File: config.mk
export PLATFORM = sky130hd
export DESIGN_NAME = lsps_queue
export DESIGN_NICKNAME = d
export VERILOG_FILES = /design/src/assert_macros.svh /design/src/lsps_pkg.sv /design/src/lsps_queue.sv
export SDC_FILE = /design/constraint.sdc
export NUM_CORES = 1
export LEC_CHECK = 0
export ABC_AREA = 1
export BUFFER_PORTS_ARGS = -buffer_cell sky130_fd_sc_hd__clkbuf_2
export CAP_MARGIN = 20
export CORE_MARGIN = 2
export CORE_UTILIZATION = 41
export DETAILED_ROUTE_END_ITERATION = 8
export SYNTH_ARGS = -nofsm -noshare
export SYNTH_HDL_FRONTEND = slang
export SYNTH_SLANG_ARGS = --single-unit
File: constraint.sdc
create_clock -name clk_i -period 6.45 [get_ports clk_i]
set_input_delay 0.645 -clock clk_i [delete_from_list [all_inputs] [get_ports clk_i]]
set_output_delay 0.645 -clock clk_i [all_outputs]
set_load 0.01 [all_outputs]
File: src/assert_macros.svh
// Assertion helpers for the RTL.
`ifndef ASSERT_MACROS_SVH
`define ASSERT_MACROS_SVH
`ifndef SYNTH
`define LSPS_ASSERT(lbl, clk, rst_n, prop) \
  lbl: assert property (@(posedge clk) disable iff (!rst_n) prop) \
    else $error("assertion failed");
`define LSPS_ASSERT_ALWAYS(lbl, clk, prop) \
  lbl: assert property (@(posedge clk) prop) else $error("assertion failed");
`else
`define LSPS_ASSERT(lbl, clk, rst_n, prop)
`define LSPS_ASSERT_ALWAYS(lbl, clk, prop)
`endif
`endif

File: src/lsps_pkg.sv
package lsps_pkg;

  typedef enum logic [2:0] {
    OP_TICK   = 3'd0,
    OP_CLEAR  = 3'd1,
    OP_APPEND = 3'd2,
    OP_COMMIT = 3'd3,
    OP_RUN    = 3'd4,
    OP_STOP   = 3'd5
  } op_e;

  typedef enum logic [2:0] {
    K_SET_CURRENT = 3'd0,
    K_LOAD_ON     = 3'd1,
    K_LOAD_OFF    = 3'd2,
    K_DELAY       = 3'd3,
    K_REPEAT      = 3'd4,
    K_CALL        = 3'd5,
    K_NOP         = 3'd6
  } step_kind_e;

  typedef enum logic [2:0] {
    F_NONE           = 3'd0,
    F_RUN_INVALID    = 3'd1,
    F_CALL_INVALID   = 3'd2,
    F_STACK_OVERFLOW = 3'd3,
    F_BAD_STEP       = 3'd4,
    F_PROGRAM_FULL   = 3'd5
  } fault_e;

  typedef enum logic [0:0] {
    REG_MAX_CURRENT    = 1'b0,
    REG_SETTLE_TIMEOUT = 1'b1
  } reg_e;

  localparam logic [15:0] MaxCurrentReset    = 16'd10000;
  localparam logic [15:0] SettleTimeoutReset = 16'd100;

  typedef struct packed {
    logic [2:0]  op;
    logic [3:0]  slot;
    logic        slot_ok;
    logic [2:0]  kind;
    logic        kind_ok;
    logic [31:0] arg;
    logic        settled;
  } item_t;

  typedef struct packed {
    logic [15:0] max_current;
    logic [15:0] settle_timeout;
  } cfg_t;

endpackage

File: src/lsps_queue.sv
module lsps_queue (
  input  logic            clk_i,
  input  logic            rst_ni,
  input  logic            push_valid_i,
  output logic            push_ready_o,
  input  lsps_pkg::item_t push_item_i,
  output logic            pop_valid_o,
  input  logic            pop_ready_i,
  output lsps_pkg::item_t pop_item_o
);

  lsps_pkg::item_t ent_q [2];
  logic [1:0]      cnt_q, cnt_d;
  logic            wr_q, rd_q;
  logic            push, pop;

  assign push_ready_o = (cnt_q != 2'd2);
  assign pop_valid_o  = (cnt_q != 2'd0);
  assign push         = push_valid_i && push_ready_o;
  assign pop          = pop_valid_o && pop_ready_i;
  assign pop_item_o   = ent_q[rd_q];

  always_comb begin
    cnt_d = cnt_q;
    if (push && !pop) begin
      cnt_d = cnt_q + 2'd1;
    end else if (pop && !push) begin
      cnt_d = cnt_q - 2'd1;
    end
  end

  always_ff @(posedge clk_i or negedge rst_ni) begin
    if (!rst_ni) begin
      cnt_q <= 2'd0;
      wr_q  <= 1'b0;
      rd_q  <= 1'b0;
    end else begin
      cnt_q <= cnt_d;
      if (push) wr_q <= ~wr_q;
      if (pop)  rd_q <= ~rd_q;
    end
  end

  always_ff @(posedge clk_i) begin
    if (push) ent_q[wr_q] <= push_item_i;
  end

endmodule

==> results of run 1 <==
## flip-flops by register name, indices dropped and copies added, names as in the netlist
signal / flops
wr_q: 1
ent_q: 90
cnt_q: 2
rd_q: 1
## per-stage QoR
| stage | instance area [um2] | setup slack [ns] | power [mW] | hold WS [ns] |
|---|---|---|---|---|
| after global routing | 4260 | 3.25 | 2.00 | 0.0783 |
| after floorplan | 3550 | 3.39 | 1.32 | 0.349 |
| after detailed placement | 4070 | 3.82 | 1.53 | 0.465 |
| after global placement | 4070 | 3.84 | 1.52 | 0.461 |
| after CTS | 4260 | 3.44 | 1.90 | 0.0825 |
| final | 4260 | 3.50 | 1.87 | 0.0925 |
## worst max-delay path, delay by kind of cell, from the launching register on
family / cells / cell delay (ns)
simple gates: 2 / 0.28
buf+inv: 2 / 0.71
flops: 1 / 0.94
## final cells by class
class	instances	area, um2	area share, %
Sequential cell	94	2800	65.9
Multi-Input combinational cell	153	616	14.5
Timing Repair Buffer	97	490	11.5
Tap cell	105	131	3.09
Clock buffer	9	124	2.91
Clock inverter	7	65.1	1.53
Inverter	7	26.3	0.617
## power by group
group / switching [mW] / total [mW] / internal [mW]
clock network: 0.192 / 0.367 / 0.176
registers: 0.0784 / 0.913 / 0.835
logic: 0.383 / 0.586 / 0.203
## kinds of logic after synthesis
family        synth area share, %
xor+xnor                    0.494
fa+ha+maj                   0.353
buf+inv                      4.02
flops                        79.0
simple gates                 16.1
## placed cells by master, fill, tap and decap left out
cell type,Yosys,layout
nor2_4,0,2
buf_4,1,2
xor2_1,1,1
inv_1,6,6
xnor2_1,1,1
clkinv_4,0,1
bufinv_16,0,1
dfrtp_1,4,3
nand2_2,1,1
clkbuf_2,0,95
dfrtp_2,0,1
clkinv_1,0,3
nand2_1,144,144
nand4_1,1,1
inv_2,1,1
clkinvlp_4,0,2
nand3_1,2,2
edfxtp_1,90,90
clkbuf_8,1,9
ha_1,1,1
## worst max-delay path by stage
stage,start,endpoint,slack [ns],depth (start not counted)
global route,rd_q$_DFFE_PN0P_,pop_item_o[39],3.25,4
global placement,rd_q$_DFFE_PN0P_,pop_item_o[23],3.84,4
CTS,rd_q$_DFFE_PN0P_,pop_item_o[38],3.44,4
floorplan,push_valid_i,ent_q[0][0]$_DFFE_PP_,3.39,2
detailed placement,rd_q$_DFFE_PN0P_,pop_item_o[39],3.82,4
finish,rd_q$_DFFE_PN0P_,pop_item_o[39],3.50,4
## layer usage
| metal | up-vias | track usage (%) | share of wire (%) |
|---|---|---|---|
| met3 | 7 | 5.13 | 7.9 |
| met1 | 979 | 16.0 | 41 |
| met4 | 0 | 5.63 | 1.1 |
| met2 | 71 | 22.5 | 50 |
| met5 | - | 0 | 0 |
| li1 | 1073 | - | - |
==> flow_summary.json, run 1 <==
{
  "status": "finished clean",
  "routed_via_density": 4.51,
  "worstPathArrival_ns": 2.31,
  "synth.top_cell.area_share_pct": 76.2,
  "ctsResizeCount": 0,
  "cts_tree": "done",
  "timing.rr.end": "rd_q$_DFFE_PN0P_",
  "worstSkewPairLatency_ns": 0.35,
  "max_stage_delay_ns": 0.94,
  "row_count": 33,
  "reg2reg_slack_ns": 4.50,
  "fill_cells": 731,
  "path_cells": "inv_2 > nand2_1 > nand2_1 > clkbuf_2",
  "synth_cells": 263,
  "yosysSeqAreaShare_pct": 79.0,
  "cp_common_cell": "nand2_1",
  "synthTopCellsByArea": "edfxtp_1 76%, nand2_1 15%, dfrtp_1 2.8%",
  "synth_fp_nets": 313,
  "p_per_area_nw_per_um2": 439,
  "min_period_ns": 2.95,
  "finalSetupTns_ns": 0,
  "dieArea_um2": 9410,
  "synth-edff-count": 90,
  "hold_class": "primary input to asynchronous set/reset pin",
  "routabilityCongestion": 0.671,
  "ys_warn_count": 0,
  "r2r-start": "rd_q$_DFFE_PN0P_",
  "rsz0062_at_grt": "no",
  "final_util_pct": 51.3,
  "period_share_pct": 45.8,
  "cp_max_fo": 47,
  "cts_buffer_depth": 2,
  "drt_iter0_markers": 100,
  "setup_violations": 0,
  "hold_buffers": 0,
  "grt_usage_pct": 13.6,
  "pin_count": 96,
  "slew_headroom_pct": 43.0,
  "path_class": "register to primary output",
  "htreeDepth": 3,
  "fmax_mhz": 339,
  "post-dp-hpwl_um": 3820,
  "clk_pin_slew_ns": 0.08,
  "syn_area_um2": 3550,
  "synthArstFlopShare_pct": 4.26,
  "ys_ff_latch": 94,
  "cts_buffers": 9,
  "grt_pass1_wl_um": 9940,
  "postCtsSetupRepairBufs": 0,
  "p_leak_nw": 1.86,
  "ys_types": 16,
  "finalMaxSlewViolations": 0,
  "ff2ff_path_depth": 3,
  "die_w_um": 97.0,
  "cap_violations": 0,
  "drc": 0,
  "gr-total-overflow": 0,
  "routed_wl_um": 6280,
  "finalHoldViolations": 0,
  "grt_pass1_vias": 2151,
  "instances_no_fill": 472,
  "crit_path_end_kind": "primary output",
  "placed_cells_incl_taps": 456,
  "antenna_found_initial": 0,
  "synth_top_cells_by_count": "144 x nand2_1, 90 x edfxtp_1, 6 x inv_1",
  "routedWlPerCell_um": 13.3,
  "vias": 2130,
  "cp.required_ns": 5.80,
  "syn_area_per_cell_um2": 13.5,
  "core_um2": 8300,
  "drive_above_1_share_pct": 31.3,
  "peakVddDrop_uv": 303,
  "io_buffers": 95,
  "die_h_um": 97.0,
  "diodes": 0,
  "grt_max_degree": 48,
  "startpoint_type": "register",
  "area_growth_pct": 20.0,
  "ant_nets": 0,
  "firstDrtPassIters": 4,
  "synth_largest_area_cell": "edfxtp_1",
  "nNetsFinal": 412,
  "clock_skew_ns": 0.00841,
  "synth.most_common_cell": "nand2_1",
  "synth_ff_type": "edfxtp_1",
  "worst_pin_slew_ns": 0.855,
  "slowest_stage": "dfrtp_2",
  "root_buffer": "clkbuf_8",
  "initial_utilization_pct": 42.7,
  "cts_sinks": 94
}
No activity file was read; power rests on OpenSTA's default activity.
==> inputs of run 2 (changes only) <==
clock period = 2.8 ns   (was 6.45 ns; I/O delays follow)
==> run 2 against run 1 <==
  * Clock power rose to 2.5 times the previous value
  * Global-route usage rose by 0.19 points
  * Utilization rose by 0.48 points
  * Sequential share of layout area fell by 0.61 points
  * Largest power group unchanged
==> flow_summary.json, run 2 (synthesis results as in run 1) <==
{
  "worstSkewPairLatency_ns": 0.35,
  "area_growth_pct": 21.2,
  "largest_reg_flops": 90,
  "nNetsFinal": 414,
  "setup_violations": 0,
  "rsz0062_at_grt": "no",
  "routabilityCongestion": 0.706,
  "initial_utilization_pct": 42.7,
  "placed_cell_area_um2": 4080,
  "path_cells": "inv_2 > nand2_1 > nand2_1 > clkbuf_2",
  "vias": 2131,
  "pin_count": 96,
  "ff2ff_path_depth": 5,
  "cts_sinks": 94,
  "cap_violations": 0,
  "min_period_ns": 2.02,
  "root_buffer": "clkbuf_8",
  "dieArea_um2": 9410,
  "slew_headroom_pct": 45.3,
  "cts_tree": "done",
  "finalHoldViolations": 0,
  "worst_pin_slew_ns": 0.820,
  "fmax_mhz": 495,
  "io_buffers": 95,
  "grt_pass1_vias": 2111,
  "reg2reg_slack_ns": 1.12,
  "crit_start": "rd_q$_DFFE_PN0P_",
  "worstPathArrival_ns": 1.74,
  "crit_end": "pop_item_o[4]",
  "hold_class": "primary input to register",
  "slowest_stage": "inv_2",
  "p_leak_nw": 1.89,
  "diodes": 0,
  "grt_pass1_wl_um": 10100,
  "routed_wl_um": 6420,
  "startpoint_type": "register",
  "multiInputGateArea_um2": 616,
  "cp_max_fo": 46,
  "htreeDepth": 3,
  "ctsResizeCount": 0,
  "routed_via_density": 4.50,
  "hold-worst-slack_ns": 0.110,
  "finalSetupTns_ns": 0,
  "min_path_cells": 1,
  "firstDrtPassIters": 4,
  "cp_common_cell": "nand2_1",
  "core_um2": 8300,
  "cts_buffer_depth": 2,
  "gr-total-overflow": 0,
  "clk_pin_slew_ns": 0.10,
  "finalMaxSlewViolations": 0,
  "timing.rr.end": "ent_q[1][12]$_DFFE_PP_",
  "p_per_area_nw_per_um2": 1020,
  "drt_iter0_markers": 121,
  "clock_skew_ns": 0.00599,
  "drc": 0,
  "cp.required_ns": 2.52,
  "antenna_found_initial": 0,
  "die_h_um": 97.0,
  "r2r-start": "cnt_q[0]$_DFFE_PN0P_",
  "drive_above_1_share_pct": 32.2,
  "grt_max_degree": 47,
  "top_regs": "ent_q: 90 flops, cnt_q: 2 flops",
  "layout_commonest_cell": "nand2_1",
  "post-dp-hpwl_um": 3910,
  "routedWlPerCell_um": 13.5,
  "fill_cells": 724,
  "postCtsSetupRepairBufs": 0,
  "path_class": "register to primary output",
  "grt_usage_pct": 13.8,
  "layout_common_cells": "144 x nand2_1, 95 x clkbuf_2, 90 x edfxtp_1, 9 x clkbuf_8, 6 x inv_1",
  "design_area_um2": 4300,
  "instances_no_fill": 474,
  "max_stage_delay_ns": 0.58,
  "top_register": "ent_q",
  "placed_cells_incl_taps": 457,
  "cts_buffers": 9,
  "ant_nets": 0,
  "die_w_um": 97.0,
  "row_count": 33,
  "period_share_pct": 72.2,
  "seqCellArea_um2": 2800,
  "status": "finished clean",
  "crit_path_end_kind": "primary output",
  "peakVddDrop_uv": 1140
}
[run 2: cell types whose count changed in the layout (fill, tap and decap cells not counted), sizes merged]
cell and change:
clkinvlp -2, dlygate4sd3 +1, inv +4, clkinv -2, buf +1
[run 2: cell type report]
class | count | share of cell area (%)
Timing Repair Buffer | 99 | 11.8
Tap cell | 105 | 3.06
Inverter | 7 | 0.612
Clock inverter | 7 | 2.04
Clock buffer | 9 | 2.88
Multi-Input combinational cell | 153 | 14.3
Sequential cell | 94 | 65.3
[run 2: worst min path at each step]
stage / startpoint / endpoint / slack [ns]
floorplan: rst_ni / cnt_q[0]$_DFFE_PN0P_ / -0.02
CTS: push_item_i[31] / ent_q[1][31]$_DFFE_PP_ / 0.09
finish: push_item_i[3] / ent_q[1][3]$_DFFE_PP_ / 0.11
detailed placement: rst_ni / wr_q$_DFFE_PN0P_ / 0.1
global route: push_item_i[3] / ent_q[1][3]$_DFFE_PP_ / 0.08
global placement: rst_ni / cnt_q[1]$_DFFE_PN0P_ / 0.1
[run 2: through the flow]
step | setup slack [ns] | util, % | total power, mW
6_report | 0.778 | 51.8 | 4.40
5_1_grt | 0.591 | 51.8 | 4.70
4_1_cts | 0.726 | 51.8 | 4.47
3_5_place_dp | 1.13 | 49.1 | 3.54
3_3_place_gp | 1.13 | 49.1 | 3.53
2_1_floorplan | -0.193 | - | 3.05
[run 2: repair_timing]
action                                  in CTS  in global routing
hold endpoints to repair                     4                  0
hold buffers                                 1                  0
endpoints found under the setup margin       0                  0
[run 2: worst max-delay path: cells and delay by family (launching register included)]
family | cells | cell delay, ns
DFF | 1 | 0.42
and+or+nand+nor | 2 | 0.24
buffers and inverters | 2 | 0.72
[run 2: power by group]
part           internal [mW]  leakage, nW  switching [mW]
Sequential              1.93        0.884          0.0814
Combinational          0.473        0.898           0.989
Clock                  0.435        0.108           0.500
Total                   2.83         1.89            1.57
[run 2: layer usage]
layer / up-vias / wire (um) / GRT usage (%) / share of wire [%]
met4: 0 / 59 / 4.44 / 0.92
met2: 67 / 3030 / 21.1 / 47
met3: 6 / 413 / 5.06 / 6.4
met5: - / 0 / 0 / 0
met1: 981 / 2910 / 18.4 / 45
li1: 1077 / - / - / -
==> inputs of run 3 (changes only) <==
clock period = 2 ns   (was 2.8 ns; I/O delays follow)
==> run 3 against run 2 <==
  * Global-route usage grew 0.26 points
  * Critical endpoint is now pop_item_o[26]
  * Highest routed layer unchanged
  * Utilization grew 0.72 points
  * Clock skew grew 0.0047 ns
==> flow_summary.json, run 3 (synthesis results as in run 1) <==
{
  "grt_pass1_wl_um": 10200,
  "fill_cells": 717,
  "gr-total-overflow": 0,
  "fmax_mhz": 580,
  "finalMaxSlewViolations": 0,
  "worstSkewPairLatency_ns": 0.35,
  "layout_common_cells": "144 x nand2_1, 95 x clkbuf_2, 90 x edfxtp_1, 9 x clkbuf_8, 6 x inv_1",
  "swShare_pct": 33.6,
  "setup_violations": 0,
  "hold_buffers": 1,
  "p_total_mw": 6.23,
  "intPower_mw": 4.14,
  "crit_buf_inv": 3,
  "peakVddDrop_uv": 703,
  "path_cells": "inv_2 > buf_4 > nand2_1 > nand2_1 > clkbuf_2",
  "routedWlPerCell_um": 13.1,
  "period_share_pct": 86.2,
  "row_count": 33,
  "cap_violations": 0,
  "grt_pass1_vias": 2105,
  "path_class": "register to primary output",
  "cp.required_ns": 1.80,
  "crit_family": "buffers and inverters",
  "diodes": 0,
  "ant_nets": 0,
  "routed_via_density": 4.47,
  "cp_max_fo": 15,
  "final_util_pct": 52.5,
  "io_buffers": 95,
  "htreeDepth": 3,
  "power_frac_comb_pct": 34.7,
  "largest_reg_flops": 90,
  "rsz0062_at_grt": "no",
  "layout_commonest_cell": "nand2_1",
  "core_um2": 8300,
  "cts_buffer_depth": 2,
  "top_register": "ent_q",
  "cts_buffers": 9,
  "cp_common_cell": "nand2_1",
  "die_w_um": 97.0,
  "min_period_ns": 1.72,
  "die_h_um": 97.0,
  "status": "finished clean",
  "post-dp-hpwl_um": 4190,
  "pin_count": 96,
  "postCtsSetupRepairBufs": 0,
  "grt_max_degree": 47,
  "slowest_stage": "dfrtp_2",
  "drc": 0,
  "nNetsFinal": 418,
  "design_area_um2": 4360,
  "routabilityCongestion": 0.690,
  "routed_wl_um": 6280,
  "power.share.clock_pct": 20.4,
  "initial_utilization_pct": 42.7,
  "worstPathArrival_ns": 1.52,
  "p_seq_share_pct": 44.9,
  "antenna_found_initial": 0,
  "root_buffer": "clkbuf_8",
  "worst_pin_slew_ns": 0.481,
  "cts_sinks": 94,
  "slew_headroom_pct": 67.9,
  "clk_pin_slew_ns": 0.08,
  "clock_skew_ns": 0.0107,
  "switching_power_mw": 2.09,
  "finalHoldViolations": 0,
  "max_stage_delay_ns": 0.41,
  "ctsResizeCount": 0,
  "p_leak_nw": 1.92,
  "firstDrtPassIters": 4,
  "p_per_area_nw_per_um2": 1430,
  "top_regs": "ent_q: 90 flops, cnt_q: 2 flops",
  "cts_tree": "done",
  "placed_cell_area_um2": 4140,
  "vias": 2136,
  "dieArea_um2": 9410,
  "hold_class": "primary input to register",
  "grt_usage_pct": 14.1,
  "area_growth_pct": 22.9,
  "drive_above_1_share_pct": 31.9,
  "startpoint_type": "register",
  "drt_iter0_markers": 127,
  "finalSetupTns_ns": 0,
  "crit_path_end_kind": "primary output"
}
run 3: cell count changes in the layout (fill, tap and decap cells not counted):
| cell | change |
|---|---|
| inv_8 | -2 |
| buf_4 | +1 |
| inv_6 | -2 |
| clkinv_4 | -2 |
| buf_12 | +3 |
| clkbuf_1 | +1 |
| bufinv_16 | +1 |
| clkinv_2 | +1 |
| clkinv_1 | +3 |
run 3: power by group through the flow:
stage | clock network (mW) | registers [mW] | logic, mW
CTS | 1.32 | 2.80 | 2.23
detailed placement | 0 | 2.85 | 2.23
finish | 1.27 | 2.80 | 2.16
global placement | 0 | 2.84 | 2.20
floorplan | 0 | 2.84 | 1.42
global route | 1.39 | 2.84 | 2.44
run 3: metrics by stage:
stage	hold WS [ns]	setup WS [ns]	instances
floorplan	-0.0956	-0.249	263
global placement	0.0173	0.515	461
detailed placement	0.0171	0.459	461
CTS	0.0219	0.216	478
global route	0.0187	0.132	478
finish	0.0403	0.276	478
run 3: final timing paths:
check / startpoint / end / slack, ns / cells past startpoint
setup reg to reg: cnt_q[0]$_DFFE_PN0P_ / ent_q[1][2]$_DFFE_PP_ / 0.48 / 5
min in group asynchronous: rst_ni / cnt_q[1]$_DFFE_PN0P_ / 0.19 / 2
hold reg to reg: cnt_q[0]$_DFFE_PN0P_ / cnt_q[0]$_DFFE_PN0P_ / 0.51 / 1
setup / recovery: rd_q$_DFFE_PN0P_ / pop_item_o[26] / 0.28 / 5
hold / removal: push_item_i[18] / ent_q[0][18]$_DFFE_PP_ / 0.04 / 1
max in group asynchronous: rst_ni / rd_q$_DFFE_PN0P_ / 1.66 / 2
run 3: final cells by class:
class                   count  area, um2  share of cell area, %
clock buffers              10        128                   2.93
well taps                 105        131                   3.02
multi-input cells         153        616                   14.1
repair buffers            103        576                   13.2
clock inverters             6       76.3                   1.75
flip-flops and latches     94       2800                   64.4
inverters                   7       26.3                  0.603
run 3: layer usage:
layer / part of all wire [%] / global-route usage, % / vias to the layer above
met3: 5.6 / 3.47 / 10
met2: 50 / 23.6 / 61
met1: 43 / 17.3 / 981
met4: 1.7 / 6.18 / 0
li1: - / - / 1084
met5: 0 / 0 / -
